**src/hdl/assert_macros.svh**
```systemverilog
// ----------------------------------------------------------------------------
// Assertion macros
// Shared concurrent assertion forms for the endpoint transfer sequencer.
// ----------------------------------------------------------------------------
`ifndef ASSERT_MACROS_SVH
`define ASSERT_MACROS_SVH

// implication checked every clock outside reset
`define ASSERT_IMPLY(label, clk, rst, ante, cons, msg) \
   label: assert property (@(posedge clk) disable iff (rst) (ante) |-> (cons)) \
      else $error(msg);

// condition never true outside reset
`define ASSERT_NEVER(label, clk, rst, cond, msg) \
   label: assert property (@(posedge clk) disable iff (rst) !(cond)) \
      else $error(msg);

`endif

```
**src/hdl/uets_pkg.sv**
```systemverilog
// ----------------------------------------------------------------------------
// uets_pkg
// Types, codes and sizes shared by the endpoint transfer sequencer.
// ----------------------------------------------------------------------------
package uets_pkg;

   localparam int NUM_ENDPOINTS    = 16;
   localparam int MAX_PACKET_BYTES = 1023;
   localparam int LEN_W            = 16;
   localparam int EP_IDX_W         = (NUM_ENDPOINTS > 1) ? $clog2(NUM_ENDPOINTS) : 1;
   localparam int E_W              = EP_IDX_W + 1;
   localparam int NUM_E            = 2 * NUM_ENDPOINTS;
   localparam int QUEUE_DEPTH      = 2;

   typedef enum logic [1:0] {
      OP_OPEN   = 2'd0,
      OP_START  = 2'd1,
      OP_REPORT = 2'd2,
      OP_NONE   = 2'd3
   } opcode_type;

   typedef enum logic [1:0] {
      CLS_OPEN,
      CLS_REJECT,
      CLS_START,
      CLS_REPORT
   } cls_type;

   typedef enum logic [2:0] {
      ACT_OPEN_OK  = 3'd0,
      ACT_SEND_IN  = 3'd1,
      ACT_ARM_OUT  = 3'd2,
      ACT_COPY_OUT = 3'd3,
      ACT_COMPLETE = 3'd4,
      ACT_REJECT   = 3'd5
   } action_type;

   localparam logic [1:0] KIND_BULK    = 2'd1;
   localparam logic [1:0] KIND_CONTROL = 2'd3;

   localparam logic [1:0] DS_UNUSED = 2'd0;
   localparam logic [1:0] DS_ARMED  = 2'd1;
   localparam logic [1:0] DS_OK     = 2'd2;
   localparam logic [1:0] DS_ERR    = 2'd3;

   typedef struct packed {
      cls_type          cls;
      logic [3:0]       ep;
      logic             dir;
      logic [1:0]       kind;
      logic [9:0]       mps;
      logic [LEN_W-1:0] tlen;
      logic             slot;
      logic             ok;
      logic [10:0]      rb;
   } item_type;

   typedef struct packed {
      action_type       action;
      logic [3:0]       ep;
      logic             dir;
      logic             slot;
      logic [15:0]      addr;
      logic [15:0]      off;
      logic [15:0]      cnt;
      logic             last;
   } rsp_type;

   typedef struct packed {
      logic                   busy;
      logic                   dbl;
      logic                   fs;
      logic                   rs;
      logic [9:0]             mps;
      logic [LEN_W-1:0]       tot;
      logic [LEN_W-1:0]       done;
      logic [1:0][1:0]        st;
      logic [1:0][15:0]       addr;
      logic [1:0][15:0]       len;
   } ctx_type;

   typedef struct packed {
      logic idle;
      logic hold_valid;
      logic pop;
   } back_status_type;

endpackage

```
**src/hdl/uets_front.sv**
```systemverilog
// ----------------------------------------------------------------------------
// uets_front
// Accepts request transfers, classifies them and queues those it keeps for the back end.
// ----------------------------------------------------------------------------
module uets_front
   import uets_pkg::*;
(
   input  logic        clock,
   input  logic        reset,
   input  logic        req_valid,
   output logic        req_ready,
   input  logic [1:0]  req_opcode,
   input  logic [3:0]  req_ep_number,
   input  logic        req_direction,
   input  logic [1:0]  req_ep_kind,
   input  logic [9:0]  req_max_packet,
   input  logic [15:0] req_transfer_length,
   input  logic        req_desc_slot,
   input  logic        req_packet_ok,
   input  logic [10:0] req_received_bytes,
   output logic        q_valid,
   output item_type    q_item,
   input  logic        q_pop
);

   item_type   mem_ff [QUEUE_DEPTH];
   logic       wp_ff, wp_in, rp_ff, rp_in;
   logic [1:0] cnt_ff, cnt_in;
   item_type   it;
   logic       keep, push;
   logic       ep_ok;

   assign req_ready = (cnt_ff != 2'(QUEUE_DEPTH));
   assign q_valid   = (cnt_ff != 2'd0);
   assign q_item    = mem_ff[rp_ff];

   always_comb begin
      ep_ok   = (32'(req_ep_number) < NUM_ENDPOINTS);
      it.ep   = req_ep_number;
      it.dir  = req_direction;
      it.kind = req_ep_kind;
      it.mps  = req_max_packet;
      it.tlen = req_transfer_length;
      it.slot = req_desc_slot;
      it.ok   = req_packet_ok;
      it.rb   = req_received_bytes;
      it.cls  = CLS_START;
      keep    = 1'b0;
      case (opcode_type'(req_opcode))
         OP_OPEN: begin
            keep   = 1'b1;
            it.cls = (req_ep_kind == KIND_CONTROL || !ep_ok) ? CLS_REJECT : CLS_OPEN;
         end
         OP_START: begin
            keep   = ep_ok;
            it.cls = CLS_START;
         end
         OP_REPORT: begin
            keep   = ep_ok;
            it.cls = CLS_REPORT;
         end
         default: keep = 1'b0;
      endcase
      push   = req_valid && req_ready && keep;
      wp_in  = push ? ~wp_ff : wp_ff;
      rp_in  = q_pop ? ~rp_ff : rp_ff;
      cnt_in = cnt_ff + 2'(push) - 2'(q_pop);
   end

   always_ff @(posedge clock) begin
      if (reset) begin
         wp_ff  <= 1'b0;
         rp_ff  <= 1'b0;
         cnt_ff <= 2'd0;
      end else begin
         wp_ff  <= wp_in;
         rp_ff  <= rp_in;
         cnt_ff <= cnt_in;
      end
      if (push) begin
         mem_ff[wp_ff] <= it;
      end
   end

endmodule

```
**config.mk**
```make
export PLATFORM = sky130hd
export DESIGN_NAME = uets_front
export DESIGN_NICKNAME = d
export VERILOG_FILES = /design/src/hdl/assert_macros.svh /design/src/hdl/uets_pkg.sv /design/src/hdl/uets_front.sv
export SDC_FILE = /design/constraint.sdc
export NUM_CORES = 1
export LEC_CHECK = 0
export BUFFER_PORTS_ARGS = -buffer_cell sky130_fd_sc_hd__buf_2
export CAP_MARGIN = 15
export CORE_MARGIN = 2
export CORE_UTILIZATION = 46
export DETAILED_ROUTE_END_ITERATION = 8
export GPL_TIMING_DRIVEN = 1
export PLACE_DENSITY = 0.85
export RECOVER_POWER = 100
export SETUP_SLACK_MARGIN = 0.5
export SLEW_MARGIN = 40
export SYNTH_ARGS = -nofsm -noshare
export SYNTH_HDL_FRONTEND = slang
export SYNTH_SLANG_ARGS = --single-unit
```
**constraint.sdc**
```tcl
create_clock -name clock -period 3.2 [get_ports clock]
set_input_delay 0.48 -clock clock [delete_from_list [all_inputs] [get_ports clock]]
set_output_delay 0.48 -clock clock [all_outputs]
set_load 0.01 [all_outputs]
```
==> results list <==
- Summed over all failing endpoints, the final setup total negative slack is 0 ps.
- Hold Path Stages: 1
- Across all layers, the routed design uses 1,932 vias.
- Row generation in the floorplan step produced 32 rows.
- Maximum net fanout on the critical path: 26
- Status: finished, final reports clean
* Critical Path RT: 2720 ps
* Layout fillers: 638
- Die area: 0.008825 mm^2
* Worst min-delay path class: in2reg
* Vias in the first global route: 1,936
- For hold timing, the worst endpoint is mem_ff[0][14].
- The number of antenna violations at the first check in global routing was 0.
- Final period util: 0.8233
* Worst Reg2Reg Path Length in Cells: 4
- Hold path startpoint: req_transfer_length[1]
- Core ar.: 0.007767 mm^2
* TritonCTS clock tree: yes
* Initial core utilization: 0.4791
- In this run the mean area of a mapped cell was 20.67 um^2.
- After clock tree synthesis, the setup repair step added 0 buffers.
- Worst-path clk slew: 100 ps
* # clock sinks: 101
- Sequential power share: 0.599
* Post-DP HPWL: 4.151 mm
- # Max-Cap Violations: 0
* Worst Setup Path Type: reg2out
- The floorplan step set the die width to 93.94 um.
- Setup violations remaining at the end of the flow were counted as 0.
- The worst register-to-register path begins at cnt_ff[0].
- Final antenna diode count: 0
- Antenna violation net count after detailed routing: 0
* Power per standard cell area: 602.1 mW/mm^2
* Final worst path period need: 2635 ps
- The share of total power dissipated in the clock network is 0.264.
- STA classifies the critical path startpoint as a flop.
* Clk_lat worst skew: 350 ps
- Leak: 1.489 nW
- Total iterations of the first detailed-routing run: 4
* Register-to-Register Setup Slack: 680 ps
* Die height: 93.94 um
- Entering global routing, the biggest net connects 27 pins.
- Max-slew violations: 0
- Part of the Yosys area used for sequential elements: 0.8016
* CTS resizes: 0
- Clock buffers created by TritonCTS: 9
- The internal power of the cells totals 0.002017 W.
* Hold Buf Count CTS: 0
* Top cells by area, synth: sky130_fd_sc_hd__edfxtp_1, sky130_fd_sc_hd__mux2_2, sky130_fd_sc_hd__dfxtp_1, sky130_fd_sc_hd__xnor2_1, sky130_fd_sc_hd__buf_4
- Wire length reported by the detailed router: 6.167 mm
- For the pin with the worst max-slew slack, the measured transition is 1330 ps.
* Routed wire length per instance: 15.49 um
- Leaving out fill and tap cells, the most frequent cells in the layout are sky130_fd_sc_hd__edfxtp_1, sky130_fd_sc_hd__clkbuf_1, sky130_fd_sc_hd__mux2_2.
* Area growth from synthesis to final layout: 19.57%
* Vias per Instance: 4.854
- CTS HTree Levels: 3
- At the worst endpoint, the arrival time is 2150 ps.
* Final Hold Vio Count: 0
* Netlist cell types: 19
* Maximum vdd ir drop: 0.3288 mV
- After technology mapping, the gate count stands at 180.
* Total nets after synthesis: 233
- Synth area leader: sky130_fd_sc_hd__edfxtp_1
* Switching share of power: 0.2472
* Area share of the leading cell type in the synthesized netlist: 0.7747
- Register bit count reported by yosys: 101
* Commonest non-fill, non-tap cell in the layout: sky130_fd_sc_hd__edfxtp_1
* Root cell of the clock tree: sky130_fd_sc_hd__clkbuf_8
* Part of the total power dissipated in combinational logic: 0.137
* DRC violation count after routing: 0
- In the final layout, the share of cells above drive strength 1 is 0.3277.
- During synthesis, Yosys emitted a total of 0 warnings.
* Worst slack on hold paths: 310.4 ps
- The analysis attributes to net switching a power of 0.0006623 W.
* RSZ-0062 raised after global routing: no
- The endpoint identified for the worst register-to-register timing path is mem_ff[0][0].
- Final estimated routing congestion in global placement: 0.6645
- Achievable Freq: 379.6 MHz
- Input and output buffers added on the ports amount to 101.
- For this run, the total global-route usage over all layers was measured as 0.1427.
- Worst slew margin relative to its limit: 0.1127
* Residual overflow from global routing: 0
* Global-route wire length before repair: 9.328 mm
- The worst setup path is captured at a primary output.
* I/O pin total: 102
- In this run, the number of DRC markers left after iteration 0 of detailed routing was 87.
- Clock skew on the completed layout was measured at 14.82 ps.
* Nets@finish: 344
- In this run the deepest clock path goes through 2 buffers.
* Cell area after synthesis: 0.003721 mm^2
stage by stage:
stage / worst slack (ps) / power [W] / util / cells / cell area [um^2]
after global routing: 399.1 / 0.002797 / 0.5728 / 398 / 4449
after global placement: 980.9 / 0.002027 / 0.5646 / 382 / 4385
after CTS: 849.0 / 0.002741 / 0.5867 / 398 / 4557
final: 565.4 / 0.002679 / 0.5728 / 398 / 4449
after detailed placement: 912.9 / 0.002041 / 0.5646 / 382 / 4385
after floorplan: 646.3 / 0.001866 / - / 180 / 3724
synth_stat cells:
master                       n
sky130_fd_sc_hd__inv_1       4
sky130_fd_sc_hd__a21bo_1     1
sky130_fd_sc_hd__or3_1       1
sky130_fd_sc_hd__o21ai_0     2
sky130_fd_sc_hd__buf_4       3
sky130_fd_sc_hd__xnor2_1     3
sky130_fd_sc_hd__nor2_1      5
sky130_fd_sc_hd__nand2b_2    1
sky130_fd_sc_hd__dfxtp_1     5
sky130_fd_sc_hd__buf_2       2
sky130_fd_sc_hd__a21oi_1     2
sky130_fd_sc_hd__ha_1        1
sky130_fd_sc_hd__or2_2       2
sky130_fd_sc_hd__a21bo_2     1
sky130_fd_sc_hd__nor2b_1     1
sky130_fd_sc_hd__mux2_2     48
sky130_fd_sc_hd__edfxtp_1   96
sky130_fd_sc_hd__o2111ai_1   1
sky130_fd_sc_hd__and2b_4     1
cell families after synthesis:
logic type | after synthesis | synth area share
fa+ha+maj | 1 | 0.003362
mux | 48 | 0.1453
flops | 101 | 0.8016
xor+xnor | 3 | 0.007062
compound gates | 7 | 0.01311
buf+inv | 9 | 0.01278
simple gates | 11 | 0.01682
sequential cells by signal (all words and copies together) (netlist names), named ones only:
name / flops
cnt_ff: 2
mem_ff: 96
wp_ff: 1
rp_ff: 1
per-layer routing:
layer	global-route usage	vias up	routed length, um	part of all wire
met5	0	-	0	0
met4	0.05435	0	100	0.016
met3	0.04254	11	369	0.060
met2	0.2405	71	3146	0.51
met1	0.1734	929	2551	0.41
li1	-	921	-	-
area by class of cell:
cell class / count / area, um^2 / area share
clock inverter: 7 / 47.55 / 0.01069
multi-input combinational: 70 / 690.7 / 0.1552
clock buffer: 9 / 123.9 / 0.02784
tap: 102 / 127.6 / 0.02868
timing repair buffer: 105 / 461.7 / 0.1038
inverter: 4 / 15.01 / 0.003375
sequential: 101 / 2983 / 0.6704
worst max-delay path by stage:
stage,end,cells after the start,slack [ps]
2_1_floorplan,mem_ff[1][0],3,650
3_3_place_gp,mem_ff[1][47],5,980
3_5_place_dp,mem_ff[1][42],5,910
4_1_cts,q_item[47],3,850
5_1_grt,q_item[1],3,400
6_report,q_item[0],3,570
critical path, stage by stage (launching register included):
cell,delay (ps)
sky130_fd_sc_hd__dfxtp_1,1010
sky130_fd_sc_hd__buf_12,280
sky130_fd_sc_hd__mux2_2,370
sky130_fd_sc_hd__clkbuf_1,140
power groups by stage:
stage	Clock [W]	Sequential (W)	Combinational (W)
after global routing	0.000777	0.00162	0.000403
final	0.000707	0.00160	0.000367
after global placement	0	0.00163	0.000396
after floorplan	0	0.00162	0.000246
after CTS	0.000727	0.00161	0.000407
after detailed placement	0	0.00164	0.000404
Note: power is estimated with default switching activity, not from simulation.
